**src/sv/fnc_pkg.sv**
```systemverilog
// Package: constants, types and byte classifier for the FASTA nucleotide counter.
package fnc_pkg;

  localparam int COUNT_WIDTH = 32;
  localparam int OUT_WIDTH   = 32;
  localparam int LEN_WIDTH   = 20;
  localparam int MAXSEQ_WIDTH = 14;
  localparam int SEQ_WIDTH   = 15;
  localparam int CFG_IDX_WIDTH  = 1;
  localparam int CFG_DATA_WIDTH = 20;
  localparam int NUM_BINS    = 5;
  localparam int BIN_WIDTH   = $clog2(NUM_BINS);

  localparam logic [LEN_WIDTH-1:0]    MAX_LEN_RESET  = LEN_WIDTH'(79999);
  localparam logic [MAXSEQ_WIDTH-1:0] MAX_SEQS_RESET = MAXSEQ_WIDTH'(10000);
  localparam logic [SEQ_WIDTH-1:0]    SEQ_SAT        = '1;

  localparam logic [7:0] CHAR_LF = 8'h0A;
  localparam logic [7:0] CHAR_GT = 8'h3E;

  typedef enum logic [CFG_IDX_WIDTH-1:0] {
    REG_MAX_LEN  = 1'b0,
    REG_MAX_SEQS = 1'b1
  } fnc_reg_t;

  typedef enum logic [5:0] {
    M_SKIP_FIRST = 6'b000001,
    M_LINE_START = 6'b000010,
    M_IN_LINE    = 6'b000100,
    M_LINE_DEAD  = 6'b001000,
    M_HEADER     = 6'b010000,
    M_STOPPED    = 6'b100000
  } fnc_mode_t;

  typedef enum logic [2:0] {
    CL_A    = 3'd0,
    CL_C    = 3'd1,
    CL_G    = 3'd2,
    CL_T    = 3'd3,
    CL_N    = 3'd4,
    CL_SKIP = 3'd5,
    CL_END  = 3'd6
  } fnc_class_t;

  function automatic fnc_class_t fnc_classify(input logic [7:0] b);
    logic [6:0] c;
    fnc_class_t k;
    c = b[6:0];
    unique case (c) inside
      7'h41, 7'h61: k = CL_A;
      7'h43, 7'h63: k = CL_C;
      7'h47, 7'h67: k = CL_G;
      7'h54, 7'h74: k = CL_T;
      7'h4E, 7'h6E: k = CL_N;
      7'h00, 7'h0D, 7'h0A, 7'h2A, 7'h40: k = CL_END;
      default: k = CL_SKIP;
    endcase
    return k;
  endfunction

  function automatic logic [COUNT_WIDTH-1:0] fnc_sat_inc(input logic [COUNT_WIDTH-1:0] v);
    return (v == '1) ? v : v + COUNT_WIDTH'(1);
  endfunction

  function automatic logic [OUT_WIDTH-1:0] fnc_clamp(input logic [COUNT_WIDTH-1:0] v);
    logic [63:0] w;
    w = 64'(v);
    return (w > 64'({OUT_WIDTH{1'b1}})) ? '1 : w[OUT_WIDTH-1:0];
  endfunction

endpackage

```
**src/sv/fnc_if.sv**
```systemverilog
// Channel interfaces: text input, result output and configuration write.
interface fnc_in_if;
  logic       valid;
  logic       ready;
  logic [7:0] text_byte;
  logic       end_of_file;
  modport source (output valid, output text_byte, output end_of_file, input ready);
  modport sink   (input valid, input text_byte, input end_of_file, output ready);
endinterface

interface fnc_out_if;
  logic                             valid;
  logic                             ready;
  logic [fnc_pkg::OUT_WIDTH-1:0]    count_a;
  logic [fnc_pkg::OUT_WIDTH-1:0]    count_c;
  logic [fnc_pkg::OUT_WIDTH-1:0]    count_g;
  logic [fnc_pkg::OUT_WIDTH-1:0]    count_t;
  logic [fnc_pkg::OUT_WIDTH-1:0]    count_n;
  logic [fnc_pkg::OUT_WIDTH-1:0]    total_residues;
  logic [fnc_pkg::SEQ_WIDTH-1:0]    sequence_count;
  modport source (output valid, output count_a, output count_c, output count_g,
                  output count_t, output count_n, output total_residues,
                  output sequence_count, input ready);
  modport sink   (input valid, input count_a, input count_c, input count_g,
                  input count_t, input count_n, input total_residues,
                  input sequence_count, output ready);
endinterface

interface fnc_cfg_if;
  logic                                valid;
  logic                                ready;
  logic [fnc_pkg::CFG_IDX_WIDTH-1:0]   index;
  logic [fnc_pkg::CFG_DATA_WIDTH-1:0]  data;
  modport source (output valid, output index, output data, input ready);
  modport sink   (input valid, input index, input data, output ready);
endinterface

```
**src/sv/fasta_nucleotide_counter.sv**
```systemverilog
// Top level: FASTA nucleotide composition counter.
// The result item is registered: it becomes valid in the cycle after the end-of-file byte is accepted.
// Throughput: one byte item per cycle; input stalls only while a result waits.
// Parsing state and counters update in the accept cycle; counters are 32-bit adders.
// Reset (synchronous, rst_n low): counters and parser cleared, limits set to defaults.
// After each result the parser and counters clear; configuration is kept.
module fasta_nucleotide_counter (
  input  logic      clk,
  input  logic      rst_n,
  fnc_in_if.sink    in_ch,
  fnc_out_if.source out_ch,
  fnc_cfg_if.sink   cfg_ch
);
  import fnc_pkg::*;

  logic [LEN_WIDTH-1:0]    max_len_r;
  logic [MAXSEQ_WIDTH-1:0] max_seqs_r;

  fnc_mode_t               mode_r, mode_nxt;
  logic [LEN_WIDTH-1:0]    len_r, len_nxt;
  logic [COUNT_WIDTH-1:0]  cnt_r [NUM_BINS];
  logic [COUNT_WIDTH-1:0]  cnt_nxt [NUM_BINS];
  logic [COUNT_WIDTH-1:0]  tot_r, tot_nxt;
  logic [SEQ_WIDTH-1:0]    seq_r, seq_nxt, seq_new, seq_fin;

  logic                    out_valid_r;
  logic [OUT_WIDTH-1:0]    res_cnt_r [NUM_BINS];
  logic [OUT_WIDTH-1:0]    res_tot_r;
  logic [SEQ_WIDTH-1:0]    res_seq_r;

  logic                    in_acc;
  logic                    scan;
  fnc_class_t              cls;
  logic [BIN_WIDTH-1:0]    bin;

  assign in_ch.ready  = !out_valid_r || out_ch.ready;
  assign in_acc       = in_ch.valid && in_ch.ready;
  assign cfg_ch.ready = 1'b1;

  always_comb begin
    mode_nxt = mode_r;
    len_nxt  = len_r;
    cnt_nxt  = cnt_r;
    tot_nxt  = tot_r;
    seq_nxt  = seq_r;
    scan     = 1'b0;
    cls      = fnc_classify(in_ch.text_byte);
    bin      = cls[BIN_WIDTH-1:0];
    seq_new  = (seq_r == SEQ_SAT) ? seq_r : seq_r + SEQ_WIDTH'(1);

    unique case (mode_r) inside
      M_SKIP_FIRST, M_LINE_DEAD, M_HEADER: begin
        if (in_ch.text_byte == CHAR_LF) mode_nxt = M_LINE_START;
      end
      M_LINE_START: begin
        if (in_ch.text_byte == CHAR_GT) begin
          if (len_r == '0) begin
            mode_nxt = M_STOPPED;
          end else begin
            seq_nxt  = seq_new;
            len_nxt  = '0;
            mode_nxt = (seq_new > SEQ_WIDTH'(max_seqs_r)) ? M_STOPPED : M_HEADER;
          end
        end else begin
          scan = 1'b1;
        end
      end
      M_IN_LINE: scan = 1'b1;
      M_STOPPED: mode_nxt = M_STOPPED;
      default:   mode_nxt = M_STOPPED;
    endcase

    if (scan) begin
      if (in_ch.text_byte == CHAR_LF) begin
        mode_nxt = M_LINE_START;
      end else if (len_r >= max_len_r || cls == CL_END) begin
        mode_nxt = M_LINE_DEAD;
      end else begin
        mode_nxt = M_IN_LINE;
        if (cls != CL_SKIP) begin
          cnt_nxt[bin] = fnc_sat_inc(cnt_r[bin]);
          tot_nxt      = fnc_sat_inc(tot_r);
          len_nxt      = len_r + LEN_WIDTH'(1);
        end
      end
    end

    seq_fin = seq_nxt;
    if (mode_nxt != M_STOPPED && len_nxt != '0 && seq_nxt != SEQ_SAT)
      seq_fin = seq_nxt + SEQ_WIDTH'(1);
  end

  always_ff @(posedge clk) begin
    if (!rst_n) begin
      max_len_r  <= MAX_LEN_RESET;
      max_seqs_r <= MAX_SEQS_RESET;
    end else if (cfg_ch.valid) begin
      unique case (fnc_reg_t'(cfg_ch.index))
        REG_MAX_LEN:  max_len_r  <= cfg_ch.data[LEN_WIDTH-1:0];
        REG_MAX_SEQS: max_seqs_r <= cfg_ch.data[MAXSEQ_WIDTH-1:0];
        default: ;
      endcase
    end
  end

  always_ff @(posedge clk) begin
    if (!rst_n) begin
      mode_r <= M_SKIP_FIRST;
      len_r  <= '0;
      tot_r  <= '0;
      seq_r  <= '0;
      for (int i = 0; i < NUM_BINS; i++) cnt_r[i] <= '0;
    end else if (in_acc) begin
      if (in_ch.end_of_file) begin
        mode_r <= M_SKIP_FIRST;
        len_r  <= '0;
        tot_r  <= '0;
        seq_r  <= '0;
        for (int i = 0; i < NUM_BINS; i++) cnt_r[i] <= '0;
      end else begin
        mode_r <= mode_nxt;
        len_r  <= len_nxt;
        tot_r  <= tot_nxt;
        seq_r  <= seq_nxt;
        cnt_r  <= cnt_nxt;
      end
    end
  end

  always_ff @(posedge clk) begin
    if (!rst_n) begin
      out_valid_r <= 1'b0;
    end else if (in_acc && in_ch.end_of_file) begin
      out_valid_r <= 1'b1;
    end else if (out_ch.ready) begin
      out_valid_r <= 1'b0;
    end
  end

  always_ff @(posedge clk) begin
    if (in_acc && in_ch.end_of_file) begin
      for (int i = 0; i < NUM_BINS; i++) res_cnt_r[i] <= fnc_clamp(cnt_nxt[i]);
      res_tot_r <= fnc_clamp(tot_nxt);
      res_seq_r <= seq_fin;
    end
  end

  assign out_ch.valid          = out_valid_r;
  assign out_ch.count_a        = res_cnt_r[0];
  assign out_ch.count_c        = res_cnt_r[1];
  assign out_ch.count_g        = res_cnt_r[2];
  assign out_ch.count_t        = res_cnt_r[3];
  assign out_ch.count_n        = res_cnt_r[4];
  assign out_ch.total_residues = res_tot_r;
  assign out_ch.sequence_count = res_seq_r;

endmodule

```
**src/flat_wrapper.sv**
```systemverilog
// flat-port wrapper written by rule: the top's interface ports become plain ports
module fasta_nucleotide_counter_flat import fnc_pkg::*;
  (clk, rst_n, in_ch_valid, in_ch_text_byte, in_ch_end_of_file, in_ch_ready, out_ch_valid, out_ch_count_a, out_ch_count_c, out_ch_count_g, out_ch_count_t, out_ch_count_n, out_ch_total_residues, out_ch_sequence_count, out_ch_ready, cfg_ch_valid, cfg_ch_index, cfg_ch_data, cfg_ch_ready);
  fnc_in_if in_ch_i ();
  fnc_out_if out_ch_i ();
  fnc_cfg_if cfg_ch_i ();
  input  logic clk;
  input  logic rst_n;
  input wire logic [$bits(in_ch_i.valid)-1:0] in_ch_valid;
  input wire logic [$bits(in_ch_i.text_byte)-1:0] in_ch_text_byte;
  input wire logic [$bits(in_ch_i.end_of_file)-1:0] in_ch_end_of_file;
  output wire logic [$bits(in_ch_i.ready)-1:0] in_ch_ready;
  output wire logic [$bits(out_ch_i.valid)-1:0] out_ch_valid;
  output wire logic [$bits(out_ch_i.count_a)-1:0] out_ch_count_a;
  output wire logic [$bits(out_ch_i.count_c)-1:0] out_ch_count_c;
  output wire logic [$bits(out_ch_i.count_g)-1:0] out_ch_count_g;
  output wire logic [$bits(out_ch_i.count_t)-1:0] out_ch_count_t;
  output wire logic [$bits(out_ch_i.count_n)-1:0] out_ch_count_n;
  output wire logic [$bits(out_ch_i.total_residues)-1:0] out_ch_total_residues;
  output wire logic [$bits(out_ch_i.sequence_count)-1:0] out_ch_sequence_count;
  input wire logic [$bits(out_ch_i.ready)-1:0] out_ch_ready;
  input wire logic [$bits(cfg_ch_i.valid)-1:0] cfg_ch_valid;
  input wire logic [$bits(cfg_ch_i.index)-1:0] cfg_ch_index;
  input wire logic [$bits(cfg_ch_i.data)-1:0] cfg_ch_data;
  output wire logic [$bits(cfg_ch_i.ready)-1:0] cfg_ch_ready;
  assign in_ch_i.valid = in_ch_valid;
  assign in_ch_i.text_byte = in_ch_text_byte;
  assign in_ch_i.end_of_file = in_ch_end_of_file;
  assign in_ch_ready = in_ch_i.ready;
  assign out_ch_valid = out_ch_i.valid;
  assign out_ch_count_a = out_ch_i.count_a;
  assign out_ch_count_c = out_ch_i.count_c;
  assign out_ch_count_g = out_ch_i.count_g;
  assign out_ch_count_t = out_ch_i.count_t;
  assign out_ch_count_n = out_ch_i.count_n;
  assign out_ch_total_residues = out_ch_i.total_residues;
  assign out_ch_sequence_count = out_ch_i.sequence_count;
  assign out_ch_i.ready = out_ch_ready;
  assign cfg_ch_i.valid = cfg_ch_valid;
  assign cfg_ch_i.index = cfg_ch_index;
  assign cfg_ch_i.data = cfg_ch_data;
  assign cfg_ch_ready = cfg_ch_i.ready;
  fasta_nucleotide_counter u_core (.clk(clk), .rst_n(rst_n), .in_ch(in_ch_i), .out_ch(out_ch_i), .cfg_ch(cfg_ch_i));
endmodule
```
**config.mk**
```make
export PLATFORM = sky130hd
export DESIGN_NAME = fasta_nucleotide_counter_flat
export DESIGN_NICKNAME = d
export VERILOG_FILES = /design/src/sv/fnc_pkg.sv /design/src/sv/fnc_if.sv /design/src/sv/fasta_nucleotide_counter.sv /design/src/flat_wrapper.sv
export SDC_FILE = /design/constraint.sdc
export NUM_CORES = 1
export LEC_CHECK = 0
export ABC_AREA = 1
export BUFFER_PORTS_ARGS = -buffer_cell sky130_fd_sc_hd__buf_2
export CAP_MARGIN = 20
export CORE_MARGIN = 5
export CORE_UTILIZATION = 30
export DETAILED_ROUTE_END_ITERATION = 10
export GPL_TIMING_DRIVEN = 0
export SETUP_SLACK_MARGIN = 0.15
export SYNTH_ARGS = -nofsm -noshare
export SYNTH_HDL_FRONTEND = slang
export SYNTH_SLANG_ARGS = --single-unit
```
**constraint.sdc**
```tcl
create_clock -name clk -period 16.75 [get_ports clk]
set_input_delay 0 -clock clk [delete_from_list [all_inputs] [get_ports clk]]
set_output_delay 0 -clock clk [all_outputs]
set_load 0.01 [all_outputs]
```
==> results of run 1 <==
## layer usage
| layer | track usage | vias to the layer above | wire, µm |
|---|---|---|---|
| met5 | 0 | - | 0 |
| li1 | - | 12300 | - |
| met2 | 0.360 | 1023 | 47800 |
| met3 | 0.0306 | 212 | 7130 |
| met1 | 0.281 | 11900 | 43100 |
| met4 | 0.0897 | 0 | 4560 |
## path summary, 6_finish.rpt
path	from	depth (start not counted)	end	slack, ns
hold reg to reg	u_core.cnt_r[55]	2	u_core.cnt_r[55]	0.46
setup reg to reg	u_core.len_r[0]	14	u_core.res_cnt_r[0][152]	11.66
hold / removal	in_ch_text_byte[7]	7	u_core.mode_r[0]	0.12
setup / recovery	u_core.len_r[0]	14	u_core.res_cnt_r[0][152]	11.66
## stage by stage
step	instances	power, mW	hold slack [ns]	util
2_1_floorplan	3522	1.36	0.122	-
6_report	5058	2.71	0.118	0.362
3_3_place_gp	4907	1.44	0.228	0.334
4_1_cts	5054	2.74	0.0684	0.362
5_1_grt	5057	2.80	0.146	0.362
3_5_place_dp	4915	1.43	0.221	0.335
## synth_stat cells, types with 6 or more instances
master	number
nand2_1	1021
nand3_1	398
inv_1	345
a21oi_1	307
dfxtp_1	268
nor2_1	213
edfxtp_1	207
clkbuf_1	114
o21ai_0	108
or2_2	85
nand4_1	65
xor2_1	59
ha_1	40
buf_2	35
nor3_1	30
inv_2	26
o211ai_1	24
nor2_2	20
buf_1	17
xnor2_1	16
nor4_1	13
buf_4	11
a22oi_1	9
o21ai_1	9
buf_6	7
o22ai_1	7
nand3b_1	6
## cell type report
| type | count | share of cell area |
|---|---|---|
| diodes | 4 | 0.000323 |
| plain buffers | 184 | 0.0268 |
| inverters | 376 | 0.0457 |
| multi-input cells | 2487 | 0.389 |
| flip-flops and latches | 475 | 0.374 |
| clock inverters | 26 | 0.0107 |
| repair buffers | 284 | 0.0552 |
| clock buffers | 78 | 0.0523 |
| well taps | 1144 | 0.0462 |
## cells by family (layout without fill, tap and decap cells)
family / after synthesis / after routing / share of synthesized area
other: 1 / 5 / 0.000145
AO/OA/AOI/OAI: 495 / 495 / 0.103
buffers and inverters: 560 / 948 / 0.0867
flip-flops: 475 / 475 / 0.448
adder cells (fa/ha/maj): 40 / 40 / 0.0194
AND/OR/NAND/NOR: 1876 / 1876 / 0.318
XOR/XNOR: 75 / 75 / 0.0254
## flip-flops by register name (all words and copies together), names as in the netlist
register and count:
u_core.len_r 20, u_core.out_ch.total_residues 32, u_core.out_ch.valid 1, u_core.tot_r 32, u_core.res_cnt_r 160, u_core.cnt_r 160, u_core.max_seqs_r 14, u_core.out_ch.sequence_count 15
u_core.max_len_r 20, u_core.mode_r 6, u_core.seq_r 15
## power by group through the flow
stage	sequential (mW)	combinational, mW	clock [mW]
6_report	1.24	0.178	1.29
5_1_grt	1.24	0.191	1.37
4_1_cts	1.24	0.177	1.32
3_5_place_dp	1.26	0.170	0
3_3_place_gp	1.27	0.165	0
2_1_floorplan	1.28	0.0802	0
## worst min-delay path, stage by stage
cell     delay [ns]
buf_2          0.08
nor2_1         0.08
nand4_1        0.15
inv_1          0.07
nor2_1         0.19
nand2_1        0.07
nand2_1        0.06
==> impl_metrics.json, run 1 <==
{
  "outcome": "finished, final reports clean",
  "cts_buffers": 55,
  "routed_via_density": 5.03,
  "layout_commonest_cell": "nand2_1",
  "num-fill-cells": 9217,
  "p_leak_nw": 13.0,
  "cts.path.max_buffers": 3,
  "vias": 25400,
  "core_area_um2": 85400,
  "drtPass1Iterations": 9,
  "setup_viol": 0,
  "post_drt_wl_per_cell_um": 20.3,
  "first_global_vias": 23800,
  "slowest_stage": "nor2_1",
  "multiInputGateArea_um2": 12000,
  "start_util": 0.303,
  "grt_max_degree": 39,
  "critPathKind": "reg -> reg",
  "regArea_um2": 11600,
  "cts_resized": 0,
  "cpMostUsedCell": "o21a_1",
  "io_pins": 245,
  "p_clk_frac": 0.477,
  "synth-edff-count": 207,
  "critical_path.cell_chain": "inv_1 -> ha_1 -> o21a_1 -> o21a_1 -> o21a_1 -> o21ai_0 -> nand3_1 -> nor2_1 -> inv_1 -> nor2_1 -> clkbuf_1 -> clkbuf_1 -> nand3_1 -> and2_1",
  "wl_um": 103000,
  "die_x_um": 304,
  "synthFlopType": "dfxtp_1",
  "p_switching_uw": 670,
  "yosys-top-cells-area": "edfxtp_1 24%, dfxtp_1 21%, nand2_1 15%",
  "async_flop_share": 0,
  "first_iter_violations": 2357,
  "clock.fmax_mhz": 196,
  "holdCritPathClass": "in -> reg",
  "path_delay_family": "simple AND/OR/NAND/NOR gates",
  "drive_gt1_frac": 0.140,
  "worstMarginPinSlew_ns": 1.16,
  "clk_pin_slew_ns": 0.07,
  "power_density_nw_per_um2": 87.4,
  "place_ws_ns": 11.80,
  "fp.dieH_um": 304,
  "hold_violations": 0,
  "seqPwrFrac": 0.457,
  "startpoint_type": "flop",
  "num_rows": 107,
  "grt_pass1_wl_um": 150000,
  "final_area_um2": 31000,
  "fin_crit_ns": 5.10,
  "drc": 0,
  "io_buffers": 241,
  "dieArea_um2": 92100,
  "slew_viol_final": 0,
  "antenna_found_initial": 4,
  "cpPeakStageDelay_ns": 0.74,
  "ir_drop_mv": 0.0787,
  "crit_required_ns": 17.08,
  "synth.avg_cell_area_um2": 7.34,
  "timing.slew.headroom": 0.226,
  "fin_skew_ns": 0.0295,
  "cts_root_buf": "clkbuf_16",
  "cts_tree": "yes",
  "synth_cells": 3522,
  "grt_usage": 0.215,
  "synth_top_area_share": 0.240,
  "final_cell_mix": "1021 x nand2_1, 398 x nand3_1, 345 x inv_1",
  "nNetsFinal": 3938,
  "swShare": 0.248,
  "fin_crit_sh": 0.304,
  "tns_ns": 0,
  "synth_warnings": 0,
  "clk-insertion-delay-late_ns": 0.63,
  "clock-sinks": 475,
  "path_max_fanout": 10,
  "ys_seq_elements": 475,
  "p_int_mw": 2.03,
  "grt_overflow": 0,
  "p_comb_frac": 0.066,
  "rsz0062_at_grt": "false",
  "place_congestion": 1.01,
  "ys_types": 54,
  "synth_area_um2": 25900,
  "cts_hold_buf": 35,
  "dpl_cell_area_um2": 28600,
  "syn2layout_area_growth_pct": 19.8,
  "cts_max_level": 2,
  "synth_seq_area_share": 0.448,
  "synth_fp_nets": 3597,
  "end_kind": "flop",
  "setup_ws_ns": 11.66,
  "antenna_left": 0,
  "cts_setup_buffers": 0,
  "yosysTopAreaCell": "edfxtp_1",
  "cp_num_buf_inv": 4,
  "dpl.hpwl_um": 80400,
  "worstPathArrival_ns": 5.42,
  "drv_cap": 0
}
Note: power is estimated with default switching activity, not from simulation.
==> run 2, diff against run 1 <==
==> constraint.sdc (replaced) <==
create_clock -name clk -period 5.2 [get_ports clk]
set_input_delay 0 -clock clk [delete_from_list [all_inputs] [get_ports clk]]
set_output_delay 0 -clock clk [all_outputs]
set_load 0.01 [all_outputs]
==> impl_metrics.json, run 2 (synthesis gave the netlist of run 1 again) <==
{
  "core_area_um2": 85400,
  "fin_skew_ns": 0.0820,
  "grt_overflow": 0,
  "num_rows": 107,
  "cts_root_buf": "clkbuf_16",
  "place_ws_ns": -0.0256,
  "critical_path.cell_chain": "inv_1 -> ha_1 -> o21a_1 -> o21a_1 -> o21a_1 -> o21ai_0 -> nand3_1 -> nor2_2 -> nand2_2 -> clkbuf_1 -> nor2_1 -> buf_2 -> inv_2 -> nand2_1 -> a21boi_0",
  "io_buffers": 241,
  "grt_pass1_wl_um": 148000,
  "grt_max_degree": 39,
  "slowest_stage": "nor2_1",
  "syn2layout_area_growth_pct": 20.3,
  "dpl_cell_area_um2": 28700,
  "worstMarginPinSlew_ns": 1.04,
  "cp_num_buf_inv": 4,
  "setup_ws_ns": 0.394,
  "critPathKind": "reg -> reg",
  "dieArea_um2": 92100,
  "drive_gt1_frac": 0.143,
  "io_pins": 245,
  "cts.path.max_buffers": 3,
  "grt_usage": 0.213,
  "cts_buffers": 56,
  "hold_violations": 0,
  "outcome": "finished, final reports clean",
  "clk_pin_slew_ns": 0.06,
  "p_leak_nw": 13.0,
  "setup_viol": 0,
  "clock.fmax_mhz": 208,
  "drtPass1Iterations": 5,
  "final_cell_mix": "1021 x nand2_1, 398 x nand3_1, 345 x inv_1",
  "drv_cap": 0,
  "antenna_left": 0,
  "cpMostUsedCell": "o21a_1",
  "cts_tree": "yes",
  "path_delay_family": "simple AND/OR/NAND/NOR gates",
  "path_max_fanout": 10,
  "crit_required_ns": 5.60,
  "num-fill-cells": 9171,
  "layout_commonest_cell": "nand2_1",
  "fin_crit_sh": 0.924,
  "dpl.hpwl_um": 79400,
  "holdCritPathClass": "in -> reg",
  "power_density_nw_per_um2": 285,
  "fp.dieH_um": 304,
  "cpPeakStageDelay_ns": 0.63,
  "nNetsFinal": 3943,
  "end_kind": "flop",
  "slew_viol_final": 0,
  "first_iter_violations": 2324,
  "timing.slew.headroom": 0.307,
  "final_area_um2": 31100,
  "clock-sinks": 475,
  "post_drt_wl_per_cell_um": 20.1,
  "cts_max_level": 2,
  "place_congestion": 1.02,
  "drc": 0,
  "fin_util": 0.364,
  "start_util": 0.303,
  "fin_crit_ns": 4.81,
  "antenna_found_initial": 7,
  "clk-insertion-delay-late_ns": 0.67,
  "regArea_um2": 11600,
  "rsz0062_at_grt": "false",
  "first_global_vias": 23200,
  "routed_via_density": 5.05,
  "vias": 25600,
  "multiInputGateArea_um2": 12100,
  "reg.largest.list": "u_core.cnt_r (160), u_core.res_cnt_r (160)",
  "die_x_um": 304,
  "startpoint_type": "flop",
  "wl_um": 102000,
  "worstPathArrival_ns": 5.21,
  "ir_drop_mv": 0.242,
  "cts_setup_buffers": 0
}
-- run 2: cell count changes in the layout (fill, tap and decap cells not counted), sizes merged --
cell,before,now
buf,319,318
clkinv,17,25
bufinv,5,10
clkbuf,192,179
clkinvlp,2,3
dlygate4sd3,35,40
diode,4,3
-- run 2: worst paths after layout --
check                            start                 endpoint  slack, ns  depth (start not counted)
setup / recovery       u_core.len_r[0]  u_core.res_cnt_r[0][97]       0.39                         15
hold reg to reg   u_core.max_len_r[18]     u_core.max_len_r[18]       0.46                          2
setup reg to reg       u_core.len_r[0]  u_core.res_cnt_r[0][97]       0.39                         15
hold / removal         cfg_ch_data[13]    u_core.max_seqs_r[13]       0.14                          4
-- run 2: what timing repair did --
| item | 4_1_cts | 5_1_grt |
|---|---|---|
| setup endpoints to repair | 10 | 40 |
| hold buffers | 40 | 0 |
| hold endpoints to repair | 50 | 0 |
| gates resized for setup | 2 | 12 |
-- run 2: layout make-up --
class | instances | share of cell area
flip-flops and latches | 475 | 0.373
plain buffers | 184 | 0.0268
clock buffers | 65 | 0.0462
clock inverters | 40 | 0.0182
multi-input cells | 2487 | 0.388
well taps | 1144 | 0.0460
diodes | 3 | 0.000241
inverters | 376 | 0.0455
repair buffers | 288 | 0.0567
-- run 2: metrics by stage --
stage / total power, mW / std cells / hold slack (ns) / setup TNS [ns]
floorplan: 4.35 / 3522 / 0.122 / 0
finish: 8.85 / 5062 / 0.139 / 0
global placement: 4.61 / 4907 / 0.219 / -296.22
CTS: 8.94 / 5059 / 0.0846 / 0
global route: 9.15 / 5061 / 0.126 / 0
detailed placement: 4.62 / 4914 / 0.223 / -0.0457
-- run 2: tightest hold or removal path, stage by stage --
cell,delay (ns)
dlygate4sd3_1,0.51
buf_2,0.12
nand2_1,0.05
o211ai_1,0.06
-- run 2: report_power, final --
group	internal (mW)	switching [mW]
Clock	2.52	1.77
Sequential	3.96	0.0275
Combinational	0.156	0.422
Total	6.63	2.22
-- run 2: metal layers --
| layer | global-route usage | share of wire | up-vias |
|---|---|---|---|
| li1 | - | - | 12300 |
| met1 | 0.275 | 0.41 | 12000 |
| met2 | 0.357 | 0.47 | 1067 |
| met3 | 0.0324 | 0.073 | 212 |
| met4 | 0.0861 | 0.047 | 4 |
| met5 | 0 | 0.00028 | - |
